**src/sv/llvp_pkg.sv**
```systemverilog
// Shared types, constants and the fixed-point sine builder for the lane line
// vanishing point block. No dependencies; the controller, datapath and top level import it.
`default_nettype none
package llvp_pkg;

    // Field widths.
    localparam int RHO_W  = 12;
    localparam int ANG_W  = 8;
    localparam int CFG_W  = 12;
    localparam int Y_W    = 20;
    localparam int V_W    = 24;
    localparam int IDX_W  = 1;

    // Default number of fraction bits in the sine and cosine values.
    localparam int TRIG_FRAC_BITS_DEF = 16;

    // Angle rules, in whole degrees.
    localparam int ANG_DROP_LO = 69;
    localparam int ANG_DROP_HI = 103;
    localparam int ANG_RIGHT   = 90;
    localparam int ANG_LIMIT   = 180;
    localparam int QUAD_DEG    = 90;

    // Saturation limits.
    localparam int Y_MAX_I = 524287;
    localparam int Y_MIN_I = -524288;
    localparam int V_MAX_I = 8388607;
    localparam int V_MIN_I = -8388608;

    // Configuration register reset value and indexes.
    localparam logic [CFG_W-1:0] CFG_RESET = 12'd320;
    localparam logic [IDX_W-1:0] CFG_IMAGE_WIDTH  = 1'd0;
    localparam logic [IDX_W-1:0] CFG_VANISH_SCALE = 1'd1;

    // pi in Q30.
    localparam longint unsigned PI_Q30 = 64'd3373259426;

    typedef enum logic [3:0] {
        ST_IDLE,
        ST_CHECK,
        ST_Y_SET,
        ST_Y_GO,
        ST_Y_WAIT,
        ST_V_SET,
        ST_V_GO,
        ST_V_WAIT,
        ST_M_MUL,
        ST_M_GO,
        ST_M_WAIT,
        ST_FINISH
    } state_t;

    typedef enum logic [2:0] {
        OP_NONE,
        OP_Y_SETUP,
        OP_Y_STORE,
        OP_V_SETUP,
        OP_V_STORE,
        OP_M_SETUP,
        OP_M_STORE,
        OP_OUT_LOAD
    } op_t;

    typedef struct packed {
        op_t        op;
        logic [1:0] sel;
        logic       div_start;
        logic       take;
    } cmd_t;

    typedef struct packed {
        logic both;
        logic den_zero;
        logic div_done;
        logic out_free;
    } status_t;

    // Sine of k degrees (k up to 90) by a Taylor series in Q30, rounded half
    // up to frac fraction bits. Used only to build a constant table.
    function automatic longint unsigned sin_fix(input int k, input int frac);
        longint unsigned x;
        longint unsigned term;
        longint unsigned pos;
        longint unsigned neg;
        longint unsigned s;
        x    = (longint'(k) * PI_Q30 + 64'd90) / 64'd180;
        term = x;
        pos  = x;
        neg  = 64'd0;
        term = ((((term * x) >> 30) * x) >> 30) / 64'd6;
        neg  = neg + term;
        term = ((((term * x) >> 30) * x) >> 30) / 64'd20;
        pos  = pos + term;
        term = ((((term * x) >> 30) * x) >> 30) / 64'd42;
        neg  = neg + term;
        term = ((((term * x) >> 30) * x) >> 30) / 64'd72;
        pos  = pos + term;
        term = ((((term * x) >> 30) * x) >> 30) / 64'd110;
        neg  = neg + term;
        term = ((((term * x) >> 30) * x) >> 30) / 64'd156;
        pos  = pos + term;
        term = ((((term * x) >> 30) * x) >> 30) / 64'd210;
        neg  = neg + term;
        term = ((((term * x) >> 30) * x) >> 30) / 64'd272;
        pos  = pos + term;
        term = ((((term * x) >> 30) * x) >> 30) / 64'd342;
        neg  = neg + term;
        s = (pos > neg) ? (pos - neg) : 64'd0;
        return (s + (64'd1 << (29 - frac))) >> (30 - frac);
    endfunction

endpackage
`default_nettype wire

```
**src/sv/llvp_div.sv**
```systemverilog
// Radix-2 restoring signed divider, one quotient bit per cycle, truncating
// toward zero. Depends on nothing but its parameters.
`default_nettype none
module llvp_div #(
    parameter int DIV_W = 55,
    parameter int DVS_W = 23
) (
    input  wire logic                    clk,
    input  wire logic                    rst_n,
    input  wire logic                    start,
    input  wire logic signed [DIV_W-1:0] dividend,
    input  wire logic signed [DVS_W-1:0] divisor,
    output logic signed [DIV_W-1:0]      quotient,
    output logic                         done
);

    localparam int CNT_W = (DIV_W > 1) ? $clog2(DIV_W) : 1;

    logic             busy_reg;
    logic             done_reg;
    logic [CNT_W-1:0] cnt_reg;
    logic [DIV_W-1:0] q_reg;
    logic [DVS_W-1:0] rem_reg;
    logic [DVS_W-1:0] d_reg;
    logic             neg_reg;

    logic [DVS_W:0]   rem_sh;
    logic [DVS_W+1:0] trial;
    logic             q_bit;
    logic             last_step;

    // One shift and trial subtract per cycle.
    always_comb
    begin
        rem_sh    = {rem_reg, q_reg[DIV_W-1]};
        trial     = {1'b0, rem_sh} - {2'b00, d_reg};
        q_bit     = ~trial[DVS_W+1];
        last_step = (cnt_reg == CNT_W'(DIV_W - 1));
    end

    // Control: busy flag, bit counter and done pulse.
    always_ff @(posedge clk or negedge rst_n)
    begin
        if (!rst_n)
        begin
            busy_reg <= 1'b0;
            done_reg <= 1'b0;
            cnt_reg  <= '0;
        end
        else
        begin
            done_reg <= 1'b0;
            if (start)
            begin
                busy_reg <= 1'b1;
                cnt_reg  <= '0;
            end
            else if (busy_reg)
            begin
                cnt_reg <= cnt_reg + 1'b1;
                if (last_step)
                begin
                    busy_reg <= 1'b0;
                    done_reg <= 1'b1;
                end
            end
        end
    end

    // Magnitudes on load, then the quotient shifts in from the right.
    always_ff @(posedge clk)
    begin
        if (start)
        begin
            q_reg   <= dividend[DIV_W-1] ? DIV_W'(-dividend) : DIV_W'(dividend);
            d_reg   <= divisor[DVS_W-1] ? DVS_W'(-divisor) : DVS_W'(divisor);
            rem_reg <= '0;
            neg_reg <= dividend[DIV_W-1] ^ divisor[DVS_W-1];
        end
        else if (busy_reg)
        begin
            q_reg   <= {q_reg[DIV_W-2:0], q_bit};
            rem_reg <= q_bit ? trial[DVS_W-1:0] : rem_sh[DVS_W-1:0];
        end
    end

    assign quotient = neg_reg ? -$signed(q_reg) : $signed(q_reg);
    assign done     = done_reg;

endmodule
`default_nettype wire

```
**src/sv/llvp_datapath.sv**
```systemverilog
// Datapath: candidate lines, configuration, sine table, divider operands,
// line y values, vanishing point and the output register.
// Depends on llvp_pkg and llvp_div.
`default_nettype none
module llvp_datapath #(
    parameter int TRIG_FRAC_BITS = llvp_pkg::TRIG_FRAC_BITS_DEF
) (
    input  wire logic                                 clk,
    input  wire logic                                 rst_n,
    input  wire llvp_pkg::cmd_t                       cmd,
    output llvp_pkg::status_t                         status,
    input  wire logic                                 line_valid,
    input  wire logic signed [llvp_pkg::RHO_W-1:0]    rho,
    input  wire logic [llvp_pkg::ANG_W-1:0]           theta_deg,
    input  wire logic                                 cfg_valid,
    input  wire logic [llvp_pkg::IDX_W-1:0]           cfg_index,
    input  wire logic [llvp_pkg::CFG_W-1:0]           cfg_data,
    input  wire logic                                 out_stall,
    output logic                                      out_valid,
    output logic                                      found,
    output logic                                      div_zero,
    output logic                                      saturated,
    output logic signed [llvp_pkg::Y_W-1:0]           left_y_start,
    output logic signed [llvp_pkg::Y_W-1:0]           left_y_end,
    output logic signed [llvp_pkg::Y_W-1:0]           right_y_start,
    output logic signed [llvp_pkg::Y_W-1:0]           right_y_end,
    output logic signed [llvp_pkg::V_W-1:0]           vanish_x,
    output logic signed [llvp_pkg::V_W-1:0]           vanish_y
);
    import llvp_pkg::*;

    localparam int F       = TRIG_FRAC_BITS;
    localparam int SIN_W   = F + 1;
    localparam int COS_W   = F + 2;
    localparam int NUM_W   = F + 16;
    localparam int DIFF_W  = Y_W + 1;
    localparam int DEN_W   = Y_W + 2;
    localparam int VX_W    = CFG_W + 1 + DIFF_W;
    localparam int PROD_W  = DIFF_W + VX_W;
    localparam int DIV_W   = (NUM_W > PROD_W) ? NUM_W : PROD_W;
    localparam int DVS_W   = (COS_W > DEN_W + 1) ? COS_W : DEN_W + 1;
    localparam int QIDX_W  = 7;

    typedef logic [SIN_W-1:0] sin_rom_t [0:QUAD_DEG];

    function automatic sin_rom_t build_rom();
        sin_rom_t rom;
        for (int k = 0; k <= QUAD_DEG; k++)
        begin
            rom[k] = SIN_W'(sin_fix(k, F));
        end
        return rom;
    endfunction

    localparam sin_rom_t SIN_ROM = build_rom();

    localparam logic signed [DIV_W-1:0]  QY_MAX = DIV_W'(Y_MAX_I);
    localparam logic signed [DIV_W-1:0]  QY_MIN = DIV_W'(Y_MIN_I);
    localparam logic signed [VX_W-1:0]   VX_MAX = VX_W'(V_MAX_I);
    localparam logic signed [VX_W-1:0]   VX_MIN = VX_W'(V_MIN_I);
    localparam logic signed [DIV_W:0]    VY_MAX = (DIV_W + 1)'(V_MAX_I);
    localparam logic signed [DIV_W:0]    VY_MIN = (DIV_W + 1)'(V_MIN_I);

    // Registers.
    logic signed [RHO_W-1:0] l_rho_reg;
    logic [ANG_W-1:0]        l_ang_reg;
    logic signed [RHO_W-1:0] r_rho_reg;
    logic [ANG_W-1:0]        r_ang_reg;
    logic [CFG_W-1:0]        width_reg;
    logic [CFG_W-1:0]        scale_reg;
    logic signed [DIV_W-1:0] div_a_reg;
    logic signed [DVS_W-1:0] div_b_reg;
    logic signed [Y_W-1:0]   p_reg [0:3];
    logic signed [VX_W-1:0]  vx_reg;
    logic signed [V_W-1:0]   vy_reg;
    logic                    sat_reg;
    logic                    out_valid_reg;
    logic                    found_reg;
    logic                    div_zero_reg;
    logic                    sat_out_reg;
    logic signed [Y_W-1:0]   ly0_reg;
    logic signed [Y_W-1:0]   ly1_reg;
    logic signed [Y_W-1:0]   ry0_reg;
    logic signed [Y_W-1:0]   ry1_reg;
    logic signed [V_W-1:0]   vx_out_reg;
    logic signed [V_W-1:0]   vy_out_reg;

    // Combinational signals.
    logic                    line_ok;
    logic signed [RHO_W-1:0] sel_rho;
    logic [ANG_W-1:0]        sel_ang;
    logic [CFG_W-1:0]        sel_x;
    logic                    low_quad;
    logic [QIDX_W-1:0]       sin_idx;
    logic [QIDX_W-1:0]       cos_idx;
    logic [SIN_W-1:0]        sin_val;
    logic [SIN_W-1:0]        cos_mag;
    logic signed [COS_W-1:0] cos_val;
    logic signed [F+14:0]    x_cos;
    logic signed [NUM_W-1:0] num;
    logic [CFG_W-1:0]        s_eff;
    logic signed [DIFF_W-1:0] d31;
    logic signed [DIFF_W-1:0] d21;
    logic signed [DEN_W-1:0] den;
    logic signed [DIV_W-1:0] quot;
    logic                    div_done;
    logic                    y_hi;
    logic                    y_lo;
    logic signed [Y_W-1:0]   y_clamped;
    logic                    vx_hi;
    logic                    vx_lo;
    logic signed [V_W-1:0]   vx_clamped;
    logic signed [DIV_W:0]   vy_sum;
    logic                    vy_hi;
    logic                    vy_lo;
    logic signed [V_W-1:0]   vy_clamped;

    // Line acceptance test for an incoming item.
    assign line_ok = line_valid && (theta_deg < ANG_W'(ANG_LIMIT))
                     && !((theta_deg >= ANG_W'(ANG_DROP_LO))
                          && (theta_deg <= ANG_W'(ANG_DROP_HI)));

    // Operand selection and trig lookup for one line y value.
    always_comb
    begin
        sel_rho  = cmd.sel[1] ? r_rho_reg : l_rho_reg;
        sel_ang  = cmd.sel[1] ? r_ang_reg : l_ang_reg;
        sel_x    = cmd.sel[0] ? width_reg : '0;
        low_quad = (sel_ang <= ANG_W'(QUAD_DEG));
        sin_idx  = low_quad ? sel_ang[QIDX_W-1:0]
                            : QIDX_W'(ANG_W'(ANG_LIMIT) - sel_ang);
        cos_idx  = low_quad ? QIDX_W'(ANG_W'(QUAD_DEG) - sel_ang)
                            : QIDX_W'(sel_ang - ANG_W'(QUAD_DEG));
        sin_val  = SIN_ROM[sin_idx];
        cos_mag  = SIN_ROM[cos_idx];
        cos_val  = low_quad ? $signed({1'b0, cos_mag}) : -$signed({1'b0, cos_mag});
        x_cos    = (F + 15)'($signed({1'b0, sel_x})) * (F + 15)'(cos_val);
        num      = (NUM_W'(sel_rho) <<< F) - NUM_W'(x_cos);
    end

    // Intersection terms from the stored y values.
    always_comb
    begin
        s_eff = (scale_reg == '0) ? CFG_W'(1) : scale_reg;
        d31   = DIFF_W'(p_reg[2]) - DIFF_W'(p_reg[0]);
        d21   = DIFF_W'(p_reg[1]) - DIFF_W'(p_reg[0]);
        den   = DEN_W'(p_reg[1]) - DEN_W'(p_reg[0]) + DEN_W'(p_reg[2])
                - DEN_W'(p_reg[3]);
    end

    // Clamping of the divider result and the vanishing point.
    always_comb
    begin
        y_hi       = (quot > QY_MAX);
        y_lo       = (quot < QY_MIN);
        y_clamped  = y_hi ? Y_W'(Y_MAX_I) : (y_lo ? Y_W'(Y_MIN_I) : Y_W'(quot));
        vx_hi      = (vx_reg > VX_MAX);
        vx_lo      = (vx_reg < VX_MIN);
        vx_clamped = vx_hi ? V_W'(V_MAX_I) : (vx_lo ? V_W'(V_MIN_I) : V_W'(vx_reg));
        vy_sum     = (DIV_W + 1)'(quot) + (DIV_W + 1)'(p_reg[0]);
        vy_hi      = (vy_sum > VY_MAX);
        vy_lo      = (vy_sum < VY_MIN);
        vy_clamped = vy_hi ? V_W'(V_MAX_I) : (vy_lo ? V_W'(V_MIN_I) : V_W'(vy_sum));
    end

    llvp_div #(
        .DIV_W(DIV_W),
        .DVS_W(DVS_W)
    ) u_div (
        .clk      (clk),
        .rst_n    (rst_n),
        .start    (cmd.div_start),
        .dividend (div_a_reg),
        .divisor  (div_b_reg),
        .quotient (quot),
        .done     (div_done)
    );

    // Candidates, configuration, saturation flag and output handshake.
    always_ff @(posedge clk or negedge rst_n)
    begin
        if (!rst_n)
        begin
            l_rho_reg     <= '0;
            l_ang_reg     <= '0;
            r_rho_reg     <= '0;
            r_ang_reg     <= '0;
            width_reg     <= CFG_RESET;
            scale_reg     <= CFG_RESET;
            sat_reg       <= 1'b0;
            out_valid_reg <= 1'b0;
        end
        else
        begin
            if (cfg_valid)
            begin
                if (cfg_index == CFG_IMAGE_WIDTH)
                begin
                    width_reg <= cfg_data;
                end
                else
                begin
                    scale_reg <= cfg_data;
                end
            end
            // A new result may replace the one taken in the same cycle.
            if (cmd.op == OP_OUT_LOAD)
            begin
                out_valid_reg <= 1'b1;
            end
            else if (out_valid_reg && !out_stall)
            begin
                out_valid_reg <= 1'b0;
            end
            case (cmd.op)
                OP_Y_STORE:
                begin
                    if (y_hi || y_lo)
                    begin
                        sat_reg <= 1'b1;
                    end
                end
                OP_V_STORE:
                begin
                    if (VX_W'(quot) > VX_MAX || VX_W'(quot) < VX_MIN)
                    begin
                        sat_reg <= 1'b1;
                    end
                end
                OP_M_STORE:
                begin
                    if (vy_hi || vy_lo)
                    begin
                        sat_reg <= 1'b1;
                    end
                end
                OP_OUT_LOAD:
                begin
                    sat_reg       <= 1'b0;
                    l_rho_reg     <= '0;
                    l_ang_reg     <= '0;
                    r_rho_reg     <= '0;
                    r_ang_reg     <= '0;
                end
                default:
                begin
                end
            endcase
            if (cmd.take && line_ok)
            begin
                if (theta_deg < ANG_W'(ANG_RIGHT))
                begin
                    if (l_ang_reg < theta_deg)
                    begin
                        l_rho_reg <= rho;
                        l_ang_reg <= theta_deg;
                    end
                end
                else if (r_ang_reg < theta_deg)
                begin
                    r_rho_reg <= rho;
                    r_ang_reg <= theta_deg;
                end
            end
        end
    end

    // Divider operands, intermediate values and the result register.
    always_ff @(posedge clk)
    begin
        case (cmd.op)
            OP_Y_SETUP:
            begin
                div_a_reg <= DIV_W'(num);
                div_b_reg <= DVS_W'($signed({1'b0, sin_val}));
            end
            OP_Y_STORE:
            begin
                p_reg[cmd.sel] <= y_clamped;
            end
            OP_V_SETUP:
            begin
                div_a_reg <= DIV_W'(VX_W'($signed({1'b0, s_eff})) * VX_W'(d31));
                div_b_reg <= DVS_W'(den);
            end
            OP_V_STORE:
            begin
                vx_reg <= VX_W'(quot);
            end
            OP_M_SETUP:
            begin
                div_a_reg <= DIV_W'(d21) * DIV_W'(vx_reg);
                div_b_reg <= DVS_W'($signed({1'b0, s_eff}));
            end
            OP_M_STORE:
            begin
                vy_reg <= vy_clamped;
            end
            OP_OUT_LOAD:
            begin
                found_reg    <= status.both;
                div_zero_reg <= status.both && status.den_zero;
                sat_out_reg  <= status.both && sat_reg;
                ly0_reg      <= status.both ? p_reg[0] : '0;
                ly1_reg      <= status.both ? p_reg[1] : '0;
                ry0_reg      <= status.both ? p_reg[2] : '0;
                ry1_reg      <= status.both ? p_reg[3] : '0;
                vx_out_reg   <= (status.both && !status.den_zero) ? vx_clamped : '0;
                vy_out_reg   <= (status.both && !status.den_zero) ? vy_reg : '0;
            end
            default:
            begin
            end
        endcase
    end

    // Status to the controller.
    always_comb
    begin
        status.both     = (l_ang_reg != '0) && (r_ang_reg != '0);
        status.den_zero = (den == '0);
        status.div_done = div_done;
        status.out_free = !out_valid_reg || !out_stall;
    end

    assign out_valid     = out_valid_reg;
    assign found         = found_reg;
    assign div_zero      = div_zero_reg;
    assign saturated     = sat_out_reg;
    assign left_y_start  = ly0_reg;
    assign left_y_end    = ly1_reg;
    assign right_y_start = ry0_reg;
    assign right_y_end   = ry1_reg;
    assign vanish_x      = vx_out_reg;
    assign vanish_y      = vy_out_reg;

endmodule
`default_nettype wire

```
**src/sv/llvp_ctrl.sv**
```systemverilog
// Controller state machine: sequences the four line y divisions and the two
// intersection divisions. Depends on llvp_pkg.
`default_nettype none
module llvp_ctrl (
    input  wire logic               clk,
    input  wire logic               rst_n,
    input  wire logic               in_valid,
    input  wire logic               frame_last,
    output logic                    in_stall,
    input  wire llvp_pkg::status_t  status,
    output llvp_pkg::cmd_t          cmd
);
    import llvp_pkg::*;

    state_t     state_reg;
    state_t     state_next;
    logic [1:0] sel_reg;
    logic [1:0] sel_next;

    // State register.
    always_ff @(posedge clk or negedge rst_n)
    begin
        if (!rst_n)
        begin
            state_reg <= ST_IDLE;
            sel_reg   <= '0;
        end
        else
        begin
            state_reg <= state_next;
            sel_reg   <= sel_next;
        end
    end

    // Next state.
    always_comb
    begin
        state_next = state_reg;
        sel_next   = sel_reg;
        case (state_reg)
            ST_IDLE:
            begin
                if (in_valid && frame_last)
                begin
                    state_next = ST_CHECK;
                end
            end
            ST_CHECK:
            begin
                sel_next   = '0;
                state_next = status.both ? ST_Y_SET : ST_FINISH;
            end
            ST_Y_SET:
            begin
                state_next = ST_Y_GO;
            end
            ST_Y_GO:
            begin
                state_next = ST_Y_WAIT;
            end
            ST_Y_WAIT:
            begin
                if (status.div_done)
                begin
                    sel_next   = sel_reg + 2'd1;
                    state_next = (sel_reg == 2'd3) ? ST_V_SET : ST_Y_SET;
                end
            end
            ST_V_SET:
            begin
                state_next = status.den_zero ? ST_FINISH : ST_V_GO;
            end
            ST_V_GO:
            begin
                state_next = ST_V_WAIT;
            end
            ST_V_WAIT:
            begin
                if (status.div_done)
                begin
                    state_next = ST_M_MUL;
                end
            end
            ST_M_MUL:
            begin
                state_next = ST_M_GO;
            end
            ST_M_GO:
            begin
                state_next = ST_M_WAIT;
            end
            ST_M_WAIT:
            begin
                if (status.div_done)
                begin
                    state_next = ST_FINISH;
                end
            end
            ST_FINISH:
            begin
                if (status.out_free)
                begin
                    state_next = ST_IDLE;
                end
            end
            default:
            begin
                state_next = ST_IDLE;
            end
        endcase
    end

    // Commands to the datapath.
    always_comb
    begin
        cmd.op        = OP_NONE;
        cmd.sel       = sel_reg;
        cmd.div_start = 1'b0;
        cmd.take      = 1'b0;
        in_stall      = (state_reg != ST_IDLE);
        case (state_reg)
            ST_IDLE:
            begin
                cmd.take = in_valid;
            end
            ST_Y_SET:
            begin
                cmd.op = OP_Y_SETUP;
            end
            ST_Y_GO, ST_V_GO, ST_M_GO:
            begin
                cmd.div_start = 1'b1;
            end
            ST_Y_WAIT:
            begin
                if (status.div_done)
                begin
                    cmd.op = OP_Y_STORE;
                end
            end
            ST_V_SET:
            begin
                cmd.op = OP_V_SETUP;
            end
            ST_V_WAIT:
            begin
                if (status.div_done)
                begin
                    cmd.op = OP_V_STORE;
                end
            end
            ST_M_MUL:
            begin
                cmd.op = OP_M_SETUP;
            end
            ST_M_WAIT:
            begin
                if (status.div_done)
                begin
                    cmd.op = OP_M_STORE;
                end
            end
            ST_FINISH:
            begin
                if (status.out_free)
                begin
                    cmd.op = OP_OUT_LOAD;
                end
            end
            default:
            begin
            end
        endcase
    end

    // A frame end always leads to the check state.
    a_last_to_check: assert property (@(posedge clk) disable iff (!rst_n)
        (state_reg == ST_IDLE && in_valid && frame_last) |=> (state_reg == ST_CHECK))
        else $error("frame end did not start the result sequence");

    // The result is loaded only once, then the block returns to idle.
    a_load_to_idle: assert property (@(posedge clk) disable iff (!rst_n)
        (cmd.op == OP_OUT_LOAD) |=> (state_reg == ST_IDLE))
        else $error("result load not followed by idle");

    // Divider completion is seen only while a division is awaited.
    a_done_in_wait: assert property (@(posedge clk) disable iff (!rst_n)
        status.div_done |-> (state_reg == ST_Y_WAIT || state_reg == ST_V_WAIT
                             || state_reg == ST_M_WAIT))
        else $error("divider finished outside a wait state");

    // The fourth line y value leads to the intersection setup.
    a_y_to_v: assert property (@(posedge clk) disable iff (!rst_n)
        (state_reg == ST_Y_WAIT && status.div_done && sel_reg == 2'd3)
        |=> (state_reg == ST_V_SET))
        else $error("line y sequence did not hand over to intersection");

endmodule
`default_nettype wire

```
**src/sv/lane_line_vanishing_point.sv**
```systemverilog
// A line item is taken while the controller is idle. A frame end with a side missing
// passes the check and finish states, and out_valid is registered on the result load.
// A frame end with both sides runs six serial divisions on one radix-2 divider (DIV_W is
// 55 at 16 fraction bits), and only four when the denominator is zero.
// One frame at a time; a finished frame waiting on out_stall holds off the input.
// Reset clears both candidates and out_valid, and sets both registers to 320.
// Top level; depends on llvp_pkg, llvp_ctrl, llvp_datapath and llvp_div.
`default_nettype none
module lane_line_vanishing_point #(
    parameter int TRIG_FRAC_BITS = llvp_pkg::TRIG_FRAC_BITS_DEF
) (
    input  wire logic                              clk,
    input  wire logic                              rst_n,
    input  wire logic                              in_valid,
    output logic                                   in_stall,
    input  wire logic                              line_valid,
    input  wire logic signed [llvp_pkg::RHO_W-1:0] rho,
    input  wire logic [llvp_pkg::ANG_W-1:0]        theta_deg,
    input  wire logic                              frame_last,
    output logic                                   out_valid,
    input  wire logic                              out_stall,
    output logic                                   found,
    output logic                                   div_zero,
    output logic                                   saturated,
    output logic signed [llvp_pkg::Y_W-1:0]        left_y_start,
    output logic signed [llvp_pkg::Y_W-1:0]        left_y_end,
    output logic signed [llvp_pkg::Y_W-1:0]        right_y_start,
    output logic signed [llvp_pkg::Y_W-1:0]        right_y_end,
    output logic signed [llvp_pkg::V_W-1:0]        vanish_x,
    output logic signed [llvp_pkg::V_W-1:0]        vanish_y,
    input  wire logic                              cfg_valid,
    output logic                                   cfg_ready,
    input  wire logic [llvp_pkg::IDX_W-1:0]        cfg_index,
    input  wire logic [llvp_pkg::CFG_W-1:0]        cfg_data
);
    import llvp_pkg::*;

    cmd_t    cmd;
    status_t status;

    // Configuration writes are always accepted.
    assign cfg_ready = 1'b1;

    llvp_ctrl u_ctrl (
        .clk        (clk),
        .rst_n      (rst_n),
        .in_valid   (in_valid),
        .frame_last (frame_last),
        .in_stall   (in_stall),
        .status     (status),
        .cmd        (cmd)
    );

    llvp_datapath #(
        .TRIG_FRAC_BITS(TRIG_FRAC_BITS)
    ) u_datapath (
        .clk           (clk),
        .rst_n         (rst_n),
        .cmd           (cmd),
        .status        (status),
        .line_valid    (line_valid),
        .rho           (rho),
        .theta_deg     (theta_deg),
        .cfg_valid     (cfg_valid),
        .cfg_index     (cfg_index),
        .cfg_data      (cfg_data),
        .out_stall     (out_stall),
        .out_valid     (out_valid),
        .found         (found),
        .div_zero      (div_zero),
        .saturated     (saturated),
        .left_y_start  (left_y_start),
        .left_y_end    (left_y_end),
        .right_y_start (right_y_start),
        .right_y_end   (right_y_end),
        .vanish_x      (vanish_x),
        .vanish_y      (vanish_y)
    );

endmodule
`default_nettype wire
```
**config.mk**
```make
export PLATFORM = sky130hd
export DESIGN_NAME = lane_line_vanishing_point
export DESIGN_NICKNAME = d
export VERILOG_FILES = /design/src/sv/llvp_pkg.sv /design/src/sv/llvp_div.sv /design/src/sv/llvp_datapath.sv /design/src/sv/llvp_ctrl.sv /design/src/sv/lane_line_vanishing_point.sv
export SDC_FILE = /design/constraint.sdc
export NUM_CORES = 2
export LEC_CHECK = 0
export ABC_AREA = 1
export BUFFER_PORTS_ARGS = -buffer_cell sky130_fd_sc_hd__buf_2
export CAP_MARGIN = 5
export CORE_UTILIZATION = 40
export DETAILED_ROUTE_END_ITERATION = 12
export GPL_TIMING_DRIVEN = 0
export PLACE_DENSITY_LB_ADDON = 0.12
export SYNTH_ARGS = -nofsm -noshare
export SYNTH_HDL_FRONTEND = slang
export SYNTH_SLANG_ARGS = --single-unit
```
**constraint.sdc**
```tcl
create_clock -name clk -period 32.3 [get_ports clk]
set_clock_uncertainty 0.05 [all_clocks]
set_input_delay 4.845 -clock clk [delete_from_list [all_inputs] [get_ports clk]]
set_output_delay 4.845 -clock clk [all_outputs]
set_load 0.02 [all_outputs]
```
* Word-level counts from Yosys, hierarchy flattened *
Memory sizes are Yosys's and may differ from the RTL's.
Cells that the tools add are included.

operators by class
  add/sub/neg operators = 17
  multiply operators = 3
  div/mod/pow operators = 0
  $lt $le $gt $ge = 17
  eq/ne operators = 28
  shift-type cells = 0
  multiplexer cells = 74
  bitwise gates (word level) = 6
  reductions and logical operators = 36

operators with widths
  operator                number
  $mux W55                4
  $pmux W55 S3            1
  $mux W12                11
  $neg A55 Y55            2
  $mux W8                 9
  $pmux W23 S3            1
  $gt A34 B24 Y1 const B  2
  $lt A34 B24 Y1 const B  2
  $mux W17                4
  $sub A20 B20 Y21        3
  $add A55 B20 Y56        1
  $gt A56 B24 Y1 const B  1
  $lt A56 B24 Y1 const B  1
  $gt A55 B20 Y1 const B  1
  $lt A55 B20 Y1 const B  1
  $mul A21 B34 Y55        1
  $mux W24                2
  $pmux W4 S12            1
  $mux W23                2
  $mux W20                2
  $mul A13 B21 Y34        1
  $sub A28 B31 Y32        1
  $mul A13 B18 Y31        1
  $mux W4                 7
  other kinds (55)        119

word-level totals
  flip-flop bits (word level) = 449
  latch bits = 0
  bits in writable memories = 80
  ROM bits = 4,352
  bits of input ports = 40
  output and inout port bits = 134
  word-level logic and storage cells = 216
  memories = 3

memories
  name              words  bits a word  rd ports  clocked after memory_dff  write ports  RTL line              RTL
  (name not given)  128    17           1         0                         0            llvp_datapath.sv:134  sin_val = SIN_ROM[sin_idx];
  (name not given)  128    17           1         0                         0            llvp_datapath.sv:135  cos_mag = SIN_ROM[cos_idx];
  u_datapath.p_reg  4      20           4         0                         1            llvp_datapath.sv:73   logic signed [Y_W-1:0] p_reg [0:3];

* Depth between registers and ports, before layout *
  depth after elaboration = 12
  mapped depth = 60
  depth with buffers taken out = 56

* Modules after synthesis *
From an unflattened synthesis, not the netlist that was laid out.

unflattened totals
  cell total of the unflattened synthesis = 10,816
  area, all modules = 82,693.1 um^2

modules (own cells, without submodules)
  module                     instances  cells each  area an instance (um^2)  seq. area each (um^2)
  llvp_datapath              1          8,928       71,343.4                 12,046.6
  llvp_div                   1          1,791       10,769.1                 3,032.9
  llvp_ctrl                  1          95          569.3                    150.1
  lane_line_vanishing_point  1          2           11.3                     0.0

* Worst setup path after synthesis *
OpenSTA, ideal clock, no wires.

  path kind = in2reg
  start = input out_stall
  end = register u_datapath.l_ang_reg[0]
  library setup time = 0.130 ns
  arrival = 15.550 ns
  data required time = 32.120 ns
  slack = 16.570 ns
  cell stages on the path = 7
  buffers on the path = 1
  path through = nand2_1 > inv_1 > nor3_1 > inv_1 > buf_1 > nand3_1 > o21ai_0

between the ends
  longest elaborated chain between the ends = 9

RTL lines
  item                  RTL line                         RTL
  from (decl)           lane_line_vanishing_point.sv:21  input wire logic out_stall,
  $logic_not A1 Y1 *    llvp_datapath.sv:323             status.out_free = !out_valid_reg || !out_stall;
  $logic_or A1 B1 Y1 *  llvp_datapath.sv:323
  $mux W3 *             llvp_ctrl.sv:165                 if (status.out_free)
  $pmux W3 S7 *         llvp_ctrl.sv:121                 case (state_reg)
  $eq A3 B3 Y1 *        llvp_datapath.sv:215             case (cmd.op)
  $mux W8 *             llvp_datapath.sv:215
  $mux W8               llvp_datapath.sv:253             if (l_ang_reg < theta_deg)
  $mux W8               llvp_datapath.sv:251             if (theta_deg < ANG_W'(ANG_RIGHT))
  $mux W8 *             llvp_datapath.sv:249             if (cmd.take && line_ok)
  to (signal assigned)  llvp_datapath.sv:256             l_ang_reg <= theta_deg;
  to (decl)             llvp_datapath.sv:66              logic [ANG_W-1:0] l_ang_reg;

Mark *: on every way between the ends. The rest lies on a longest branch, timed or not.
A chain may end at the register's enable or synchronous reset.

* Worst setup path after layout *
  start = register u_ctrl.sel_reg[1]
  end = register u_datapath.div_a_reg[40] (data pin)

between the ends
  longest elaborated chain between the ends = 12
  elaborated cells between the ends (all ways) = 15
  classes of those cells = add/sub (4); mul (1); order compare (1); mux (7); bitwise (1); memory (1)

RTL lines
  item                                         RTL line              RTL
  from (decl)                                  llvp_ctrl.sv:17       logic [1:0] sel_reg;
  from (signal assigned)                       llvp_ctrl.sv:31       sel_reg <= sel_next;
  $mux W8                                      llvp_datapath.sv:127  sel_ang = cmd.sel[1] ? r_ang_reg : l_ang_reg;
  $sub A7 B7 Y7 (tied with other cells)        llvp_datapath.sv:133  : QIDX_W'(sel_ang - ANG_W'(QUAD_DEG));
  $mux W7                                      llvp_datapath.sv:132  cos_idx = low_quad ? QIDX_W'(ANG_W'(QUAD_DEG) - sel_ang)
  $not A7 Y8 (not written as such)             llvp_datapath.sv:135
  $mem_v2 Z128 W17                             n/a
  $mux W17 (not written as such) (2 in a row)  llvp_datapath.sv:135
  $neg A17 Y18                                 llvp_datapath.sv:136  cos_val = low_quad ? $signed({1'b0, cos_mag}) : -$signed({1'b0, cos_mag});
  $mux W18                                     llvp_datapath.sv:136
  $mul A13 B18 Y31                             llvp_datapath.sv:137  x_cos = (F + 15)'($signed({1'b0, sel_x})) * (F + 15)'(cos_val);
  $sub A28 B31 Y32 *                           llvp_datapath.sv:138  num = (NUM_W'(sel_rho) <<< F) - NUM_W'(x_cos);
  $pmux W55 S3 *                               llvp_datapath.sv:271  case (cmd.op)
  to (signal assigned)                         llvp_datapath.sv:274  div_a_reg <= DIV_W'(num);
  to (signal assigned)                         llvp_datapath.sv:283  div_a_reg <= DIV_W'(VX_W'($signed({1'b0, s_eff})) * VX_W'(d31));
  to (signal assigned)                         llvp_datapath.sv:292  div_a_reg <= DIV_W'(d21) * DIV_W'(vx_reg);
  to (decl)                                    llvp_datapath.sv:71   logic signed [DIV_W-1:0] div_a_reg;

Mark *: on every way between the ends. The rest lies on a longest branch, timed or not. The select of a mux whose other input is x is not followed.

==> metrics <==
Port Buffers 172; Congestion Overflow GR 0; endpoints failing setup 0; hold_buf cts 0; vias 69830; wirelength, routed 307.2 mm; critical path arrival 14.37 ns; root buffer cell clkbuf_16; Max Buffers Root-to-Sink 3; DRC viols 0; Total GRT Usage 0.3053; Final Hold Viols 0; most common cell after layout, fill and taps aside inv_1; Clock Sinks approximately 530; WP buf/inv 14; Largest stage delay, worst path 0.91 ns; antenna-violating nets left 0; Post-synth EDFFs around 430; family with the most delay on the worst path adder cells; Synth Instances ~10000; Crit Path Category reg2reg; initial antenna violation count 8; Yosys cell types between 70 and 80; Post-Place Cells 12930; Boundary Pins 174; Slew headroom 0.1075; gpl congestion 1.004; hpwl dp 260.4 mm; clock period minus worst slack 14.01 ns; synthesis-to-layout area growth 8.487%; CTS H-Tree Depth 2; post-route setup TNS 0 ns; Setup Buffers After CTS 0; Ys Warns 0; Critical-path top delay cell clkbuf_1; post_cts resized 0; wire length per cell 23.54 um; CTS tree yes; synthesized area 80160 um2; run status finished, final reports clean; Die Y 449.7 um; pins over their slew limit 0; placement row count between 150 and 200; CP endpoint kind register; clk_lat worst skew roughly 0.73 ns; Crit Path Max Fanout 18; largest net degree at the start of global routing 47; CP startpoint kind register; Hold Crit Class reg2reg; leak pwr 42.28 nW; number of vias per cell 5.352; Die ar. around 200000 um2; most frequent cells in the layout 2205 x inv_1, 1953 x nand2_1, 1203 x fa_1; CTS clk-pin slew, worst paths around 0.060 ns; Syn Nets roughly 12000; RSZ-0062 raised after global routing false; Initial DRC Count 5791; worst endpoint required time 32.66 ns; PwrDens 17.59 nW/um2; global-route wire length before repair ~460 mm; Synth Register Bits 528; crit share post-route 0.4337; f_max a little over 0.07 GHz; Synth Flop Type edfxtp_1; Core Region 198200 um2; Peak VDD IR just under 40 uV; Async SR Flop Fraction 0.1515; Layout Nets 12080; sequential area share after synthesis 0.1900; Max Cap Viol 0; die width 449.7 um; worst slew pin tran between 1 and 1.5 ns; Final Non-Filler Cells 13050; Syn Area/Cell 7.947 um2; Starting Density 0.4044; vias in the first global route 70920; number of buffers created by CTS 61; iteration count of the initial detailed-routing pass 8; layout cells sized above 1 0.04923; number of flip-flops under the largest register name 80
final timing paths:
check                                                            endpoint                                 startpoint  depth (start not counted)  slack [ns]
min in group asynchronous               u_datapath.r_rho_reg[9]$_DFF_PN0_                                      rst_n                          1        4.09
worst min register to register  u_datapath.u_div.rem_reg[22]$_SDFFE_PN0P_  u_datapath.u_div.rem_reg[22]$_SDFFE_PN0P_                          2        0.43
worst max register to register         u_datapath.div_a_reg[40]$_DFFE_PP_              u_ctrl.sel_reg[1]$_DFFE_PN0P_                         50       18.29
max in group asynchronous             u_datapath.scale_reg[8]$_DFFE_PN1P_                                      rst_n                          2       27.41
worst max-delay path                   u_datapath.div_a_reg[40]$_DFFE_PP_              u_ctrl.sel_reg[1]$_DFFE_PN0P_                         50       18.29
worst min-delay path            u_datapath.u_div.rem_reg[22]$_SDFFE_PN0P_  u_datapath.u_div.rem_reg[22]$_SDFFE_PN0P_                          2        0.43
worst register-to-register path, delay by kind of cell, from the launching register on:
kind,cells,cell delay [ns]
adders and majority gates,9,4.29
buffers and inverters,14,3.22
and+or+nand+nor,19,3.00
AOI/OAI and AO/OA,8,2.57
DFF,1,0.59
cells in the mapped netlist (all sizes together) (37+ instances only):
library cell / number / share of area
ha: 488 / 0.076
edfxtp: 425 / 0.16
o211ai: 37 / 0.0035
dfrtp: 76 / 0.024
nand2: 1998 / 0.096
xnor2: 86 / 0.0094
inv: 2232 / 0.10
o21ai: 517 / 0.032
nor2: 1043 / 0.050
clkbuf: 270 / 0.013
or2: 52 / 0.0041
nand3: 497 / 0.032
nand4: 62 / 0.0051
nor3: 87 / 0.0055
a31oi: 38 / 0.0030
buf: 46 / 0.0036
xor2: 192 / 0.021
fa: 1203 / 0.30
a21oi: 471 / 0.029
stage by stage:
stage	power, W	hold WS, ns	utilization	instance area (um2)	worst slack, ns
3_3_place_gp	0.0007853	0.4186	0.4254	84320	9.196
2_1_floorplan	0.0007625	0.3915	-	80160	16.57
4_1_cts	0.001541	0.4368	0.4386	86940	18.32
3_5_place_dp	0.0007864	0.4234	0.4277	84790	18.34
6_report	0.001530	0.4335	0.4387	86960	18.29
5_1_grt	0.001565	0.4572	0.4386	86940	17.40
power breakdown:
part | switching (W) | internal (W) | leakage (nW)
logic | 0.0000307 | 0.00000657 | 36.3
registers | 0.00000584 | 0.000730 | 4.95
clock network | 0.000329 | 0.000428 | 1.04
total | 0.000365 | 0.00116 | 42.3
kinds of logic after synthesis:
| kind of cell | Yosys count | synth area share |
|---|---|---|
| compound gates | 1230 | 0.08495 |
| xor+xnor | 278 | 0.03038 |
| fa+ha+maj | 1691 | 0.3766 |
| buf+inv | 2563 | 0.1214 |
| flops | 528 | 0.1900 |
| mux | 6 | 0.0007493 |
| other cells | 2 | 0.00009369 |
| simple gates | 3789 | 0.1958 |
final cells by class:
type | instances | area (um2)
clock buffer | 79 | 1677
antenna | 6 | 15.01
fill | 20460 | 111300
timing repair buffer | 199 | 1255
multi-input combinational | 6996 | 55270
clock inverter | 36 | 480.5
inverter | 2247 | 8434
buffer | 316 | 1300
sequential | 528 | 15230
tap | 2640 | 3303
metal layers:
metal  routed length [um]  vias up  GRT usage
li1                     -    31630          -
met1               133000    34930     0.4253
met2               138800     2801     0.4840
met3                23340      464    0.04640
met4                12040        4     0.1027
met5                   27        -          0
Power figures use the tool's default switching activity.
